[config.mk]
export PLATFORM = sky130hd
export DESIGN_NAME = l96rk4_arith
export DESIGN_NICKNAME = d
export VERILOG_FILES = /design/src/rtl/l96rk4_pkg.sv /design/src/rtl/l96rk4_arith.sv
export SDC_FILE = /design/constraint.sdc
export NUM_CORES = 2
export LEC_CHECK = 0
export BUFFER_PORTS_ARGS = -buffer_cell sky130_fd_sc_hd__buf_2
export CAP_MARGIN = 10
export CORE_MARGIN = 10
export CORE_UTILIZATION = 60
export CTS_BUF_LIST = sky130_fd_sc_hd__clkbuf_16
export DETAILED_ROUTE_END_ITERATION = 6
export PLACE_DENSITY_LB_ADDON = 0.2
export SYNTH_ARGS = -nofsm -noshare
export SYNTH_HDL_FRONTEND = slang
export SYNTH_SLANG_ARGS = --single-unit
[constraint.sdc]
create_clock -name clk -period 19.8 [get_ports clk]
set_input_delay 0.99 -clock clk [delete_from_list [all_inputs] [get_ports clk]]
set_output_delay 0.99 -clock clk [all_outputs]
set_load 0.05 [all_outputs]
[src/rtl/l96rk4_pkg.sv]
// ----------------------------------------------------------------------------
// l96rk4_pkg: shared types and constants for the Lorenz-96 RK4 stepper
// Transaction structs, sequencer states, register codes, and the 32-bit
// saturation helper.
// ----------------------------------------------------------------------------
package l96rk4_pkg;

  localparam int MAX_ELEMENTS_DEF  = 64;
  localparam int FRACTION_BITS_DEF = 16;

  localparam int VAL_W     = 32;
  localparam int STEP_W    = 17;
  localparam int FORCE_W   = 25;
  localparam int CFG_W     = 25;
  localparam int CFG_IDX_W = 1;

  // shared unit widths: 32x33 signed product, rounding headroom, saturation input
  localparam int OPB_W  = 33;
  localparam int PROD_W = 65;
  localparam int RND_W  = 66;
  localparam int SAT_W  = 72;

  // divide-by-six unit: dividend width and bits retired per cycle
  localparam int DIV_W      = 48;
  localparam int DIV_DIGITS = 8;

  localparam logic [STEP_W-1:0]         STEP_SIZE_RST = 17'd3277;
  localparam logic signed [FORCE_W-1:0] FORCING_RST   = 25'sd524288;

  typedef enum logic [CFG_IDX_W-1:0] {
    REG_STEP_SIZE = 1'b0,
    REG_FORCING   = 1'b1
  } cfg_reg_t;

  typedef struct packed {
    logic signed [VAL_W-1:0] state_value;
    logic                    last_in;
  } in_item_t;

  typedef struct packed {
    logic signed [VAL_W-1:0] new_value;
    logic                    last_out;
  } out_item_t;

  typedef enum logic [2:0] {
    S_LOAD,
    S_DERIVE,
    S_ADVANCE,
    S_FINAL,
    S_DIV,
    S_EMIT
  } seq_state_t;

  typedef enum logic [1:0] {
    RND_UNIT,
    RND_HALF,
    RND_SIXTH
  } rnd_mode_t;

  typedef struct packed {
    logic      mul_en;
    logic      rnd_en;
    rnd_mode_t rnd_mode;
  } arith_ctl_t;

  // Clamp a wide signed value to the 32-bit signed range
  function automatic logic signed [VAL_W-1:0] sat32(input logic signed [SAT_W-1:0] v);
    logic [SAT_W-VAL_W:0] upper;
    logic signed [VAL_W-1:0] res;
    upper = v[SAT_W-1:VAL_W-1];
    if ((&upper) || !(|upper)) begin
      res = v[VAL_W-1:0];
    end else if (v[SAT_W-1]) begin
      res = {1'b1, {(VAL_W-1){1'b0}}};
    end else begin
      res = {1'b0, {(VAL_W-1){1'b1}}};
    end
    return res;
  endfunction

endpackage

[src/rtl/l96rk4_arith.sv]
// ----------------------------------------------------------------------------
// l96rk4_arith: shared multiplier and rounding stage
// One registered 32x33 signed multiply, then a registered round-to-nearest
// (ties away from zero) rescale selected by the sequencer.
// ----------------------------------------------------------------------------
module l96rk4_arith #(
  parameter int FRACTION_BITS = l96rk4_pkg::FRACTION_BITS_DEF
) (
  input  logic                                   clk,
  input  l96rk4_pkg::arith_ctl_t                 ctl,
  input  logic signed [l96rk4_pkg::VAL_W-1:0]    op_a,
  input  logic signed [l96rk4_pkg::OPB_W-1:0]    op_b,
  output logic signed [l96rk4_pkg::RND_W-1:0]    rnd_o,
  output logic                                   neg_o
);

  localparam int RW = l96rk4_pkg::RND_W;

  logic signed [l96rk4_pkg::PROD_W-1:0] prod_r;
  logic signed [RW-1:0]                 rnd_r;
  logic                                 neg_r;

  logic [RW-1:0] pe;
  logic [RW-1:0] mag;
  logic [RW-1:0] bias;
  logic [RW-1:0] quo;
  logic          neg;
  logic [RW-1:0] rnd_nxt;

  // form magnitude, add half of the divisor, shift down, restore sign (the sixth mode keeps the magnitude)
  always_comb begin
    pe   = RW'(prod_r);
    neg  = prod_r[l96rk4_pkg::PROD_W-1];
    mag  = neg ? (~pe + RW'(1)) : pe;
    bias = RW'(1) << (FRACTION_BITS - 1);
    quo  = mag;
    rnd_nxt = mag;
    unique case (ctl.rnd_mode)
      l96rk4_pkg::RND_UNIT: begin
        bias = RW'(1) << (FRACTION_BITS - 1);
        quo  = (mag + bias) >> FRACTION_BITS;
        rnd_nxt = neg ? (~quo + RW'(1)) : quo;
      end
      l96rk4_pkg::RND_HALF: begin
        bias = RW'(1) << FRACTION_BITS;
        quo  = (mag + bias) >> (FRACTION_BITS + 1);
        rnd_nxt = neg ? (~quo + RW'(1)) : quo;
      end
      l96rk4_pkg::RND_SIXTH: begin
        // magnitude only; the divide by six finishes it
        bias = RW'(3) << FRACTION_BITS;
        quo  = (mag + bias) >> FRACTION_BITS;
        rnd_nxt = quo;
      end
      default: begin
        quo     = mag;
        rnd_nxt = mag;
      end
    endcase
  end

  // register product and rounded value
  always_ff @(posedge clk) begin
    if (ctl.mul_en) begin
      prod_r <= l96rk4_pkg::PROD_W'(op_a) * l96rk4_pkg::PROD_W'(op_b);
    end
    if (ctl.rnd_en) begin
      rnd_r <= $signed(rnd_nxt);
      neg_r <= neg;
    end
  end

  assign rnd_o = rnd_r;
  assign neg_o = neg_r;

endmodule

==> results.ini <==
[outcome]
outcome = complete, but fails checks
violations = design-rule violations

[min_path]
hold_class = reg -> reg

[clock_network]
cts-root-buf = clkbuf_16
cts_tree = built
holdBufCountCts = 0
clockBufferDepth = 2
post_cts_buffers = 0
cts.htree.levels = 4
cts.repair.resized = 0
clk-insertion-delay-late_ns = 0.47
path_clk_slew_ns = 0.07
cts_buffers = 17
cts.sinks = 132

[routing]
wl_per_cell_um = 22.0
drc = 29
wl_um = 148000
first_iter_violations = 3310
routed_via_density = 5.98
drtPass1Iterations = 7
ant_nets = 0
vias = 40200

[grt]
gr-usage-met3_pct = 4.40
grt_pass1_wl_um = 240000
grt_max_degree = 74
grt-ovfl-total = 0
antenna_found_initial = 3
grt_pass1_vias = 43000
grt_use_total_pct = 31.3
grt_busiest_layer = met2
grt_util_met1_pct = 39.8
grt_util_met2_pct = 52.9

[placement]
placement.io_buffers = 136
hpwl_um = 118000
routabilityCongestion = 0.987
dpl.cell_count = 6691

[sta]
finalSetupTns_ns = 0
worst_slew_pin_slew_ns = 1.12
drv_slew = 0
relSlewSlack_pct = 25.1
clock_skew_ns = 0.0156
rsz0062_at_grt = no
fin_crit_ns = 9.07
finalCritPeriodShare_pct = 45.8
setup_viol = 0
hold_viol = 0
fmax_ghz = 0.110

[finish]
final_cells = 6726
nNetsFinal = 6951
fillCellCount = 7292
area_delta_synth_final_pct = 3.85
layout-drive-gt1-share_pct = 5.10

[setup_path]
path_max_fanout = 33
critPathSlowestCell = buf_2
r2r_setup_slack_ns = 11.71
timing.critical_path.buf_inv = 6
critPathTopFamily = adder cells
endpoint_kind = flip-flop
crit_required_ns = 20.02
path_class = in -> reg
setup.worst_path.start_class = input pin
path_common_cell = fa_1
cp_data_arrival_time_ns = 9.29
cp_slowest_stage_delay_ns = 0.67

[yosys]
synth_flop_cell = edfxtp_1
ys_ff_latch = 132
syn-instance-count = 5673
ys_top_cells_by_area = fa_1 44%, inv_1 8.7%, edfxtp_1 7.8%, and2_1 6.8%, nand2_1 4.9%
synth_edf_count = 132
ys_types = 92
synth_largest_area_cell = fa_1
synth.top_cell.area_share_pct = 43.8
avgSynthCellArea_um2 = 8.96
synthArstFlopShare_pct = 0
syn_nets = 7048
synth_most_common_cell = inv_1
synth_common_cells = 1173 x inv_1, 1112 x fa_1, 658 x nand2_1, 551 x and2_1, 278 x clkbuf_1
syn_area_um2 = 50800
ys_warn_count = 0
seq_area_frac_synth_pct = 7.80

[floorplanning]
core-area_um2 = 83800
num_rows = 106
pin_count = 137
die_w_um = 311
start_util_pct = 60.7
die_area_um2 = 96800
die_y_um = 311

[job]
drv.max_cap_violation_count = 0

-- area by class of cell --
type                    count  area [um2]  share of cell area (%)
clock inverters            15         196                   0.372
clock buffers              17         425                   0.806
repair buffers            178         998                    1.89
inverters                1176        4410                    8.36
well taps                1134        1420                    2.69
multi-input cells        4071       41400                    78.4
flip-flops and latches    132        3960                    7.51
diodes                      3        7.51                  0.0142
-- sequential cells by signal, indices dropped and copies added, names as in the netlist --
signal / count
prod_r: 65
neg_o: 1
rnd_o: 66
-- stage by stage --
step                hold WS [ns]  instance area, um2  setup slack, ns  util [%]
floorplan                  0.545               50800            11.24         -
global placement           0.726               52200            10.38      62.2
detailed placement         0.740               52200            10.30      62.2
CTS                        0.756               52800            10.78      63.0
global route               0.763               52800            10.16      63.0
finish                     0.752               52800            10.73      63.0
-- kinds of logic (layout without fill, tap and decap cells) --
logic type	Yosys count	in the layout	synth area share (%)
adders and majority gates	1305	1305	48.5
buffers and inverters	1470	1386	10.9
DFF	132	132	7.80
and+or+nand+nor	1861	1861	18.9
AOI/OAI and AO/OA	581	581	7.89
muxes	21	21	0.768
other	0	3	0
xor gates and xnor gates	303	303	5.22
-- layer usage --
metal	vias up	wire (um)
met4	2	7950
met2	1921	71500
met5	-	13
li1	17400	-
met3	447	11000
met1	20500	57700
-- layout by cell type, fill, tap and decap left out, types with 43 or more instances in the layout --
| master | n |
|---|---|
| inv_1 | 1172 |
| fa_1 | 1112 |
| nand2_1 | 658 |
| and2_1 | 551 |
| xnor2_1 | 201 |
| ha_1 | 193 |
| nor2_1 | 188 |
| buf_2 | 135 |
| edfxtp_1 | 132 |
| o21ai_0 | 121 |
| xor2_1 | 102 |
| a21oi_1 | 101 |
| nor3_1 | 74 |
| nand3_1 | 62 |
| nor4_1 | 56 |
| buf_4 | 43 |
-- path summary, 6_finish.rpt --
path	from	end	cells past startpoint
max	op_a[24]	prod_r[61]	30
max reg2reg	prod_r[4]	rnd_o[57]	16
min reg2reg	prod_r[63]	rnd_o[64]	2
min	prod_r[63]	rnd_o[64]	2
-- worst reg2reg max path, stage by stage (launching register included) --
cell and delay [ns]:
edfxtp_1 0.48, nor4_4 0.52, nand4_1 0.73, o41ai_1 0.80, or2_2 0.32, ha_1 0.32, nand2b_1 0.08, mux2_2 0.38
a21oi_1 0.20, nand4_1 0.47, xnor2_1 0.34, nor4_1 0.67, nand4_1 0.29, nor4_2 0.76, nor3b_1 0.70, a311o_1 0.55
o21ai_0 0.20
Power is not shown: default switching activity piles up to over one toggle a cycle in this logic, so the estimate is an artifact.
