`src/rtl/l96rk4_pkg.sv`:
```
// ----------------------------------------------------------------------------
// l96rk4_pkg: shared types and constants for the Lorenz-96 RK4 stepper
// Transaction structs, sequencer states, register codes, and the 32-bit
// saturation helper.
// ----------------------------------------------------------------------------
package l96rk4_pkg;

  localparam int MAX_ELEMENTS_DEF  = 64;
  localparam int FRACTION_BITS_DEF = 16;

  localparam int VAL_W     = 32;
  localparam int STEP_W    = 17;
  localparam int FORCE_W   = 25;
  localparam int CFG_W     = 25;
  localparam int CFG_IDX_W = 1;

  // shared unit widths: 32x33 signed product, rounding headroom, saturation input
  localparam int OPB_W  = 33;
  localparam int PROD_W = 65;
  localparam int RND_W  = 66;
  localparam int SAT_W  = 72;

  // divide-by-six unit: dividend width and bits retired per cycle
  localparam int DIV_W      = 48;
  localparam int DIV_DIGITS = 8;

  localparam logic [STEP_W-1:0]         STEP_SIZE_RST = 17'd3277;
  localparam logic signed [FORCE_W-1:0] FORCING_RST   = 25'sd524288;

  typedef enum logic [CFG_IDX_W-1:0] {
    REG_STEP_SIZE = 1'b0,
    REG_FORCING   = 1'b1
  } cfg_reg_t;

  typedef struct packed {
    logic signed [VAL_W-1:0] state_value;
    logic                    last_in;
  } in_item_t;

  typedef struct packed {
    logic signed [VAL_W-1:0] new_value;
    logic                    last_out;
  } out_item_t;

  typedef enum logic [2:0] {
    S_LOAD,
    S_DERIVE,
    S_ADVANCE,
    S_FINAL,
    S_DIV,
    S_EMIT
  } seq_state_t;

  typedef enum logic [1:0] {
    RND_UNIT,
    RND_HALF,
    RND_SIXTH
  } rnd_mode_t;

  typedef struct packed {
    logic      mul_en;
    logic      rnd_en;
    rnd_mode_t rnd_mode;
  } arith_ctl_t;

  // Clamp a wide signed value to the 32-bit signed range
  function automatic logic signed [VAL_W-1:0] sat32(input logic signed [SAT_W-1:0] v);
    logic [SAT_W-VAL_W:0] upper;
    logic signed [VAL_W-1:0] res;
    upper = v[SAT_W-1:VAL_W-1];
    if ((&upper) || !(|upper)) begin
      res = v[VAL_W-1:0];
    end else if (v[SAT_W-1]) begin
      res = {1'b1, {(VAL_W-1){1'b0}}};
    end else begin
      res = {1'b0, {(VAL_W-1){1'b1}}};
    end
    return res;
  endfunction

endpackage

```
`src/rtl/l96rk4_div6.sv`:
```
// ----------------------------------------------------------------------------
// l96rk4_div6: iterative unsigned divide by six
// Long division, MSB first, DIV_DIGITS quotient bits per cycle with a 3-bit
// remainder.
// ----------------------------------------------------------------------------
module l96rk4_div6 (
  input  logic                            clk,
  input  logic                            rst_n,
  input  logic                            start,
  input  logic [l96rk4_pkg::DIV_W-1:0]    dividend,
  output logic                            done,
  output logic [l96rk4_pkg::DIV_W-1:0]    quot
);

  localparam int DW    = l96rk4_pkg::DIV_W;
  localparam int DG    = l96rk4_pkg::DIV_DIGITS;
  localparam int STEPS = DW / DG;
  localparam int SCW   = $clog2(STEPS + 1);

  logic [DW-1:0]  work_r;
  logic [DW-1:0]  quot_r;
  logic [2:0]     rem_r;
  logic [SCW-1:0] cnt_r;
  logic           busy_r;
  logic           done_r;

  logic [DW-1:0] work_nxt;
  logic [DW-1:0] quot_nxt;
  logic [2:0]    rem_nxt;

  // retire DG dividend bits
  always_comb begin
    logic [3:0] t;
    work_nxt = work_r;
    quot_nxt = quot_r;
    rem_nxt  = rem_r;
    for (int k = 0; k < DG; k++) begin
      t        = {rem_nxt, work_nxt[DW-1]};
      work_nxt = work_nxt << 1;
      if (t >= 4'd6) begin
        rem_nxt  = 3'(t - 4'd6);
        quot_nxt = {quot_nxt[DW-2:0], 1'b1};
      end else begin
        rem_nxt  = t[2:0];
        quot_nxt = {quot_nxt[DW-2:0], 1'b0};
      end
    end
  end

  // control: load on start, count down steps, pulse done
  always_ff @(posedge clk) begin
    if (!rst_n) begin
      busy_r <= 1'b0;
      done_r <= 1'b0;
      cnt_r  <= '0;
    end else begin
      done_r <= 1'b0;
      if (start) begin
        busy_r <= 1'b1;
        cnt_r  <= SCW'(STEPS);
      end else if (busy_r) begin
        cnt_r <= cnt_r - SCW'(1);
        if (cnt_r == SCW'(1)) begin
          busy_r <= 1'b0;
          done_r <= 1'b1;
        end
      end
    end
  end

  // datapath
  always_ff @(posedge clk) begin
    if (start) begin
      work_r <= dividend;
      quot_r <= '0;
      rem_r  <= '0;
    end else if (busy_r) begin
      work_r <= work_nxt;
      quot_r <= quot_nxt;
      rem_r  <= rem_nxt;
    end
  end

  assign done = done_r;
  assign quot = quot_r;

endmodule

```
`config.mk`:
```
export PLATFORM = sky130hd
export DESIGN_NAME = l96rk4_div6
export DESIGN_NICKNAME = d
export VERILOG_FILES = /design/src/rtl/l96rk4_pkg.sv /design/src/rtl/l96rk4_div6.sv
export SDC_FILE = /design/constraint.sdc
export NUM_CORES = 1
export LEC_CHECK = 0
export BUFFER_PORTS_ARGS = -buffer_cell sky130_fd_sc_hd__buf_4
export CAP_MARGIN = 0
export CORE_ASPECT_RATIO = 0.75
export CORE_MARGIN = 2
export CORE_UTILIZATION = 30
export CTS_CLUSTER_DIAMETER = 150
export DETAILED_ROUTE_END_ITERATION = 12
export MAX_ROUTING_LAYER = met4
export SETUP_SLACK_MARGIN = 0.3
export SYNTH_ARGS = -nofsm -noshare
export SYNTH_HDL_FRONTEND = slang
export SYNTH_SLANG_ARGS = --single-unit
export TNS_END_PERCENT = 100
```
`constraint.sdc`:
```
create_clock -name clk -period 6.4 [get_ports clk]
set_input_delay 1.28 -clock clk [delete_from_list [all_inputs] [get_ports clk]]
set_output_delay 1.28 -clock clk [all_outputs]
set_load 0.02 [all_outputs]
```
==> impl_metrics.ini, run 1 <==
[sta]
finalCritPeriodShare_pct = 48.1
fmax_ghz = 0.325
slew-limit-headroom_pct = 23.2
whs_ps = 498
setup_tns_ps = 0
min_period_ps = 3080
finalMaxSlewViolations = 0
finalClockSkew_ps = 10.2
grt_setup_unrepaired = false
finalSetupViolCount = 0
hold_viol_final = 0
worstMarginPinSlew_ps = 1150

[power_and_ir_drop]
peakVddDrop_mv = 0.179
power_per_cell_area_nw_per_um2 = 270
p_leak_nw = 2.38

[synthesis]
synth_area_leaders = edfxtp_1, dfxtp_1, mux2_2
yosys.area.top_type = edfxtp_1
synthArstFlopShare_pct = 0
yosys_warnings = 0
synth-edff-count = 48
avgSynthCellArea_um2 = 11.3
syn-cell-area_um2 = 5240
synthAdderAreaFrac_pct = 0.668
synthMuxAreaShare_pct = 17.6
synth_xor_area_share_pct = 0.644
seq_area_frac_synth_pct = 48.9
synth_compound_area_share_pct = 10.3
synth_nets = 515
synth_top_area_share_pct = 27.5
synth_simple_gate_area_share_pct = 11.8
synth_most_common_cell = nor2_1
synthesis.instances = 462
synth_cell_type_count = 73
synth_commonest_cells = nor2_1, dfxtp_1, edfxtp_1, mux2i_1, buf_4
synth_top_family_by_area = multiplexers
ys_ff_latch = 104
synth_ff_type = dfxtp_1

[place]
io_buffers = 99
placed_area_um2 = 5780
gp_congestion = 0.958
dpl.hpwl_um = 7250
place_inst = 724

[layout]
diodes = 0
drive_gt1_share_pct = 37.1
design_area_um2 = 6120
finalNetCount = 552
syn_to_final_growth_pct = 16.7
fillers = 1684
fin_cells = 740

[route]
dr.first_iter.drc_count = 242
finalWirelength_um = 10700
drtPass1Iterations = 4
wl_per_cell_um = 14.4
vias = 3457
final_antenna_net_count = 0
drc = 0
vias_per_cell = 4.67

[clock_network]
numCtsBuffers = 9
cts_max_level = 3
cts_sinks = 104
clock_latency_ps = 350
clk_pin_slew_ps = 70
hold_buffers = 0
cts-resized-gates = 0
clock_path_buffers = 2
post-cts-setup-buffers = 0
cts_tree = done
cts-root-buf = clkbuf_16

[status]
status = finished, final reports clean

[floorplan]
die-area_um2 = 18600
num_rows = 41
die_w_um = 157
fp.dieH_um = 118
io_pins = 100
core-area_um2 = 17000
initial_utilization_pct = 30.9

[global_route]
grt_use_total_pct = 12.2
grt_max_degree = 94
antenna_found_initial = 0
grt_pass1_vias = 3423
grt.overflow.total = 0
grt_pass1_wl_um = 17300

[min_path]
min_to = rem_r[0]$_SDFFE_PP0P_
hold_start = work_r[40]$_DFFE_PP_
hold_class = register to register
min_path_cells = 2

[flow_run]
maxCapViolCount = 0

[setup_path]
cp.required_ps = 6660
crit_slowest_cell = edfxtp_1
path_cells = or2b_2, o2bb2ai_1, o221ai_1, o2111a_1, nor4_1, and3_4, mux2_4, a211oi_2
cp_data_arrival_time_ps = 3340
crit_fanout = 22
r2r_cells = 8
path_class = register to register
cp-end-kind = register
max_stage_delay_ps = 800
r2r_slack_ps = 3320
timing.rr.start = work_r[47]$_DFFE_PP_
r2r_end = rem_r[1]$_SDFFE_PP0P_
start_kind = register
## worst max-delay path, delay by kind of cell (launching register included)
family	cells	cell delay (ps)
flip-flops	1	800
AND/OR/NAND/NOR	3	940
multiplexers	1	300
AO/OA/AOI/OAI	4	940
## flip-flops by register name, indices dropped and copies added, names as in the netlist
register	flops
quot	48
work_r	48
cnt_r	3
rem_r	3
busy_r	1
done	1
## stage by stage
stage                     total power, mW  setup slack, ps  util, %
final                                1.65             3320     36.0
after global routing                 1.73             3140     36.0
after CTS                            1.67             3350     36.0
after detailed placement             1.07             3370     34.1
after global placement               1.06             3430     34.1
after floorplan                      1.01             3620        -
## power breakdown
part	total, mW	internal, mW	switching, mW
clock	0.595	0.359	0.236
combinational	0.252	0.130	0.123
sequential	0.801	0.747	0.0544
## worst max path at each step
stage                               startpoint                 endpoint  slack [ps]
after global routing      work_r[46]$_DFFE_PP_    rem_r[1]$_SDFFE_PP0P_        3140
after CTS                 work_r[47]$_DFFE_PP_    rem_r[1]$_SDFFE_PP0P_        3350
after detailed placement  work_r[47]$_DFFE_PP_    rem_r[1]$_SDFFE_PP0P_        3370
final                     work_r[47]$_DFFE_PP_    rem_r[1]$_SDFFE_PP0P_        3320
after floorplan                          start  work_r[0]$_SDFFCE_PN0P_        3620
after global placement                   start     work_r[25]$_DFFE_PP_        3430
## logic make-up after synthesis
kind of cell / count (synthesis)
DFF: 104
xor gates and xnor gates: 3
and+or+nand+nor: 120
AOI/OAI and AO/OA: 66
adders and majority gates: 3
muxes: 86
buffers and inverters: 80
## cell usage in the layout, fill, tap and decap left out, types with 8 or more instances in the layout
| cell type | count |
|---|---|
| clkbuf_16 | 10 |
| and2_1 | 8 |
| a21oi_1 | 13 |
| nand2_1 | 11 |
| dfxtp_1 | 55 |
| nor2_1 | 61 |
| buf_4 | 100 |
| mux2i_1 | 44 |
| edfxtp_1 | 48 |
| mux2_2 | 40 |
## metal layers
metal  GRT usage (%)  share of wire [%]  up-vias
met5               -                  0        -
met3            3.12                4.5       15
met4            4.99                2.1        0
li1                -                  -     1696
met2            19.2                 48       79
met1            14.9                 46     1667
## cell type report
type                       instances  area, µm²  area share, %
timing repair buffer             100        751           12.3
sequential                       104       2570           42.0
inverter                           6       22.5          0.368
clock buffer                      12        268           4.38
multi-input combinational        278       2150           35.1
clock inverter                     4       63.8           1.04
tap                              236        295           4.83
Power figures use the tool's default switching activity.
==> inputs of run 2 (changes only) <==
- ABC_AREA: default -> 1
- clock period: 6.4 -> 3 ns (I/O delays scaled with it)
==> impl_metrics.ini, run 2 <==
[global_route]
antenna_found_initial = 0
grt_max_degree = 51
grt.overflow.total = 0
grt_use_total_pct = 12.1
grt_pass1_wl_um = 14500
grt_pass1_vias = 3028

[sta]
finalCritPeriodShare_pct = 73.4
finalMaxSlewViolations = 0
whs_ps = 460
fmax_ghz = 0.454
grt_setup_unrepaired = false
finalSetupViolCount = 0
worstMarginPinSlew_ps = 796
setup_tns_ps = 0
min_period_ps = 2200
hold_viol_final = 0
slew-limit-headroom_pct = 46.9
finalClockSkew_ps = 10.3

[layout]
syn_to_final_growth_pct = 21.9
finalNetCount = 602
drive_gt1_share_pct = 25.6
regArea_um2 = 2560
diodes = 0
fillers = 1496
final_cell_mix = nand2_1, buf_4, dfxtp_1
multi_input_area_um2 = 1270
layout_commonest_cell = nand2_1

[setup_path]
crit_fanout = 6
endpoint = rem_r[1]$_SDFFE_PP0P_
r2r_slack_ps = 800
cp.required_ps = 3240
cp-end-kind = register
cp_data_arrival_time_ps = 2440
crit_start = rem_r[1]$_SDFFE_PP0P_
start_kind = register
timing.rr.start = rem_r[1]$_SDFFE_PP0P_
path_class = register to register
r2r_end = rem_r[1]$_SDFFE_PP0P_
r2r_cells = 23

[route]
wl_per_cell_um = 12.1
vias = 3199
final_antenna_net_count = 0
vias_per_cell = 4.24
drc = 0
drtPass1Iterations = 4
dr.first_iter.drc_count = 185
finalWirelength_um = 9150

[clock_network]
clock_latency_ps = 350
cts_sinks = 104
cts_max_level = 3
numCtsBuffers = 9
clk_pin_slew_ps = 70
hold_buffers = 0
cts_tree = done
post-cts-setup-buffers = 0
cts-resized-gates = 0
clock_path_buffers = 2
cts-root-buf = clkbuf_16

[floorplan]
initial_utilization_pct = 30.6
fp.dieH_um = 109
num_rows = 38
die-area_um2 = 15800
die_w_um = 144
io_pins = 100
core-area_um2 = 14500

[synthesis]
syn-cell-area_um2 = 4430
synth_cell_type_count = 27
synthArstFlopShare_pct = 0
yosys.area.top_type = edfxtp_1
synth_most_common_cell = nand2_1
synth_top_area_share_pct = 32.6
synth-edff-count = 48
avgSynthCellArea_um2 = 8.94
ys_ff_latch = 104
synthesis.instances = 495
synth_ff_type = dfxtp_1
synth_commonest_cells = nand2_1, dfxtp_1, inv_1, edfxtp_1, buf_4
synth_area_leaders = edfxtp_1, dfxtp_1, nand2_1
synth_nets = 548
yosys_warnings = 0
seq_area_frac_synth_pct = 57.9

[power_and_ir_drop]
p_leak_nw = 2.41
power_per_cell_area_nw_per_um2 = 630
peakVddDrop_mv = 0.320
total_power_mw = 3.40

[flow_run]
maxCapViolCount = 0

[place]
io_buffers = 99
gp_congestion = 0.786
dpl.hpwl_um = 6310

[status]
status = finished, final reports clean

[min_path]
hold_class = register to register
run 2: through the flow:
step	cell area (µm²)	cells	utilization, %	setup slack (ps)
global route	5400	754	37.3	552
CTS	5400	754	37.3	800
detailed placement	5090	738	35.2	818
floorplan	4430	495	-	800
finish	5400	754	37.3	799
global placement	5090	738	35.2	878
run 2: kinds of logic (layout without fill, tap and decap cells):
group | Yosys count | in the layout | share of synthesized area [%]
compound gates | 65 | 65 | 8.79
fa+ha+maj | 2 | 2 | 0.565
buf+inv | 118 | 177 | 13.4
flops | 104 | 104 | 57.9
simple gates | 206 | 206 | 19.3
run 2: worst min path at each step:
stage / startpoint / endpoint / cells past startpoint
6_report: work_r[40]$_DFFE_PP_ / rem_r[0]$_SDFFE_PP0P_ / 2
5_1_grt: rst_n / cnt_r[2]$_SDFFE_PN0P_ / 3
4_1_cts: quot[41]$_SDFFE_PP0P_ / quot[41]$_SDFFE_PP0P_ / 2
3_5_place_dp: work_r[40]$_DFFE_PP_ / rem_r[0]$_SDFFE_PP0P_ / 2
3_3_place_gp: quot[40]$_SDFFE_PP0P_ / quot[40]$_SDFFE_PP0P_ / 2
2_1_floorplan: work_r[40]$_DFFE_PP_ / rem_r[0]$_SDFFE_PP0P_ / 2
run 2: metal layers:
layer	wire length [µm]	track usage, %
met5	0	-
met4	83	3.12
met1	4520	15.6
met2	4100	18.8
met3	441	3.29
run 2: cell type report:
| type | count | area share [%] |
|---|---|---|
| tap | 200 | 4.64 |
| clock inverter | 6 | 1.39 |
| clock buffer | 10 | 4.24 |
| sequential | 104 | 47.5 |
| multi-input combinational | 273 | 23.5 |
| timing repair buffer | 104 | 14.7 |
| inverter | 57 | 3.99 |
run 2: worst max-delay path, cell delays in order, from the launching register on:
cell      delay [ps]
dfxtp_1          350
nand2_1          140
nand3_1          140
nand2_1           70
nand2_2          100
inv_2             40
o21bai_2         120
nand2_1           80
nand2_1           60
nand2_1           60
nand2_1          100
nand2_1           80
nand2_2           70
nand2_2           50
nand2_1           70
nand2_2           60
nand3_2           90
nand2_2           70
nand2_2           80
nand2_2           60
nand2_1           50
nand2_1           50
nand3_1           60
nand2_1           50
run 2: where the power goes:
group	switching [mW]	total, mW	internal [mW]
registers	0.0475	1.65	1.60
clock network	0.544	1.21	0.661
logic	0.340	0.548	0.208
==> inputs of run 3 (changes only) <==
- clock period: 3 -> 1.8 ns (I/O delays scaled with it)
==> impl_metrics.ini, run 3 (synthesized netlist as in run 2, its figures left out) <==
[clock_network]
clock_path_buffers = 2
clk_pin_slew_ps = 70
cts_sinks = 104
clock_latency_ps = 350
cts_tree = done
cts-root-buf = clkbuf_16
numCtsBuffers = 9
hold_buffers = 0
cts_max_level = 3

[layout]
layout_commonest_cell = nand2_1
syn_to_final_growth_pct = 29.4
drive_gt1_share_pct = 32.8
finalNetCount = 625
fillers = 1474
design_area_um2 = 5730
final_cell_mix = nand2_1, buf_4, dfxtp_1
diodes = 0

[global_route]
use_met1_pct = 14.7
grt_max_degree = 51
grt_use_total_pct = 12.3
use_met3_pct = 3.65
grt_pass1_wl_um = 14900
grt_pass1_vias = 3326
use_met2_pct = 20.3
top_usage_layer = met2
antenna_found_initial = 0
grt.overflow.total = 0

[power_and_ir_drop]
power_per_cell_area_nw_per_um2 = 1060
p_leak_nw = 2.58
total_power_mw = 6.09
peakVddDrop_mv = 0.577

[route]
drc = 0
drtPass1Iterations = 4
final_antenna_net_count = 0
vias = 3287
wl_per_cell_um = 12.1
vias_per_cell = 4.23
dr.first_iter.drc_count = 137
finalWirelength_um = 9430

[floorplan]
fp.dieH_um = 109
die_w_um = 144
num_rows = 38
die-area_um2 = 15800
core-area_um2 = 14500
io_pins = 100
initial_utilization_pct = 30.6

[min_path]
min_path_cells = 3
hold_class = input pin to register

[sta]
slew-limit-headroom_pct = 61.7
grt_setup_unrepaired = true
finalMaxSlewViolations = 0
finalSetupViolCount = 6
fmax_ghz = 0.458
hold_viol_final = 0
finalCritPeriodShare_pct = 121
finalClockSkew_ps = 9.39
setup_slack_ps = -385
min_period_ps = 2190
worstMarginPinSlew_ps = 574
whs_ps = 235

[setup_path]
cp-end-kind = register
cp.required_ps = 2040
timing.critical_path.mode_cell = nand2_2
r2r_cells = 23
crit_fanout = 4
path_class = register to register
start_kind = register
crit_slowest_cell = dfxtp_4
cp_data_arrival_time_ps = 2420
path_cells = inv_2, nand2_2, nand4_1, nand2_2, inv_2, o21bai_4, nand2_2, nand2_2, nand2_2, nand2_2, nand2_2, nand2_2, nand2_2, nand2_1, nand2_2, nand3_4, nand2_4, nand2_2, nand2_2, nand2_1, nand2_1, nand3_1, nand2_1
max_stage_delay_ps = 380

[place]
placed_area_um2 = 5220
dpl.hpwl_um = 6320
gp_congestion = 0.792
io_buffers = 99

[status]
status = finished with violations
failed_checks = negative setup slack

[flow_run]
maxCapViolCount = 0
-- run 3: cell count changes in the layout (fill, tap and decap cells not counted), moves of 3 or more --
cell,delta
buf_4,+22
dfxtp_1,-3
nand2_1,-12
nand2_2,+7
nand2_4,+5
nand3_1,-6
nand3_2,+3
nand3_4,+3
-- run 3: area by class of cell --
| type | instances | area [µm²] | area share (%) |
|---|---|---|---|
| Inverter | 57 | 215 | 3.76 |
| Multi-Input combinational cell | 273 | 1400 | 24.4 |
| Sequential cell | 104 | 2570 | 44.9 |
| Timing Repair Buffer | 127 | 978 | 17.1 |
| Clock inverter | 6 | 62.6 | 1.09 |
| Tap cell | 200 | 250 | 4.37 |
| Clock buffer | 10 | 250 | 4.37 |
-- run 3: critical path, delay by kind of cell, from the launching register on --
kind            cells  cell delay [ps]
compound gates      1              140
simple gates       20             1450
buf+inv             2              110
flops               1              380
-- run 3: final timing paths --
kind | startpoint | to | slack (ps)
min | rst_n | cnt_r[2]$_SDFFE_PN0P_ | 230
max reg2reg | rem_r[0]$_SDFFE_PP0P_ | rem_r[1]$_SDFFE_PP0P_ | -390
min reg2reg | work_r[40]$_DFFE_PP_ | rem_r[0]$_SDFFE_PP0P_ | 460
max | rem_r[0]$_SDFFE_PP0P_ | rem_r[1]$_SDFFE_PP0P_ | -390
-- run 3: through the flow --
step,TNS (ps),setup WS (ps),cells,utilization (%)
after CTS,-1230,-282,775,38.9
after global routing,-2560,-544,777,39.6
after detailed placement,-1080,-304,752,36.1
final,-1690,-385,777,39.6
after global placement,-659,-201,752,36.1
after floorplan,-206,-90.4,495,-
-- run 3: repair_timing --
item | CTS | global route
buffers inserted | 7 | 2
resized for setup | 12 | 20
pin swaps | 1 | 9
endpoints found under the setup margin | 6 | 7
-- run 3: routing by layer --
metal	up-vias	wire [µm]
li1	1702	-
met2	84	4340
met5	-	0
met4	0	118
met1	1487	4420
met3	14	557
-- run 3: where the power goes --
| part | leakage (nW) | switching [mW] | total (mW) | internal [mW] |
|---|---|---|---|---|
| clock | 0.155 | 0.891 | 2.00 | 1.11 |
| combinational | 1.47 | 0.721 | 1.32 | 0.603 |
| sequential | 0.953 | 0.0995 | 2.77 | 2.67 |
| total | 2.58 | 1.71 | 6.09 | 4.38 |
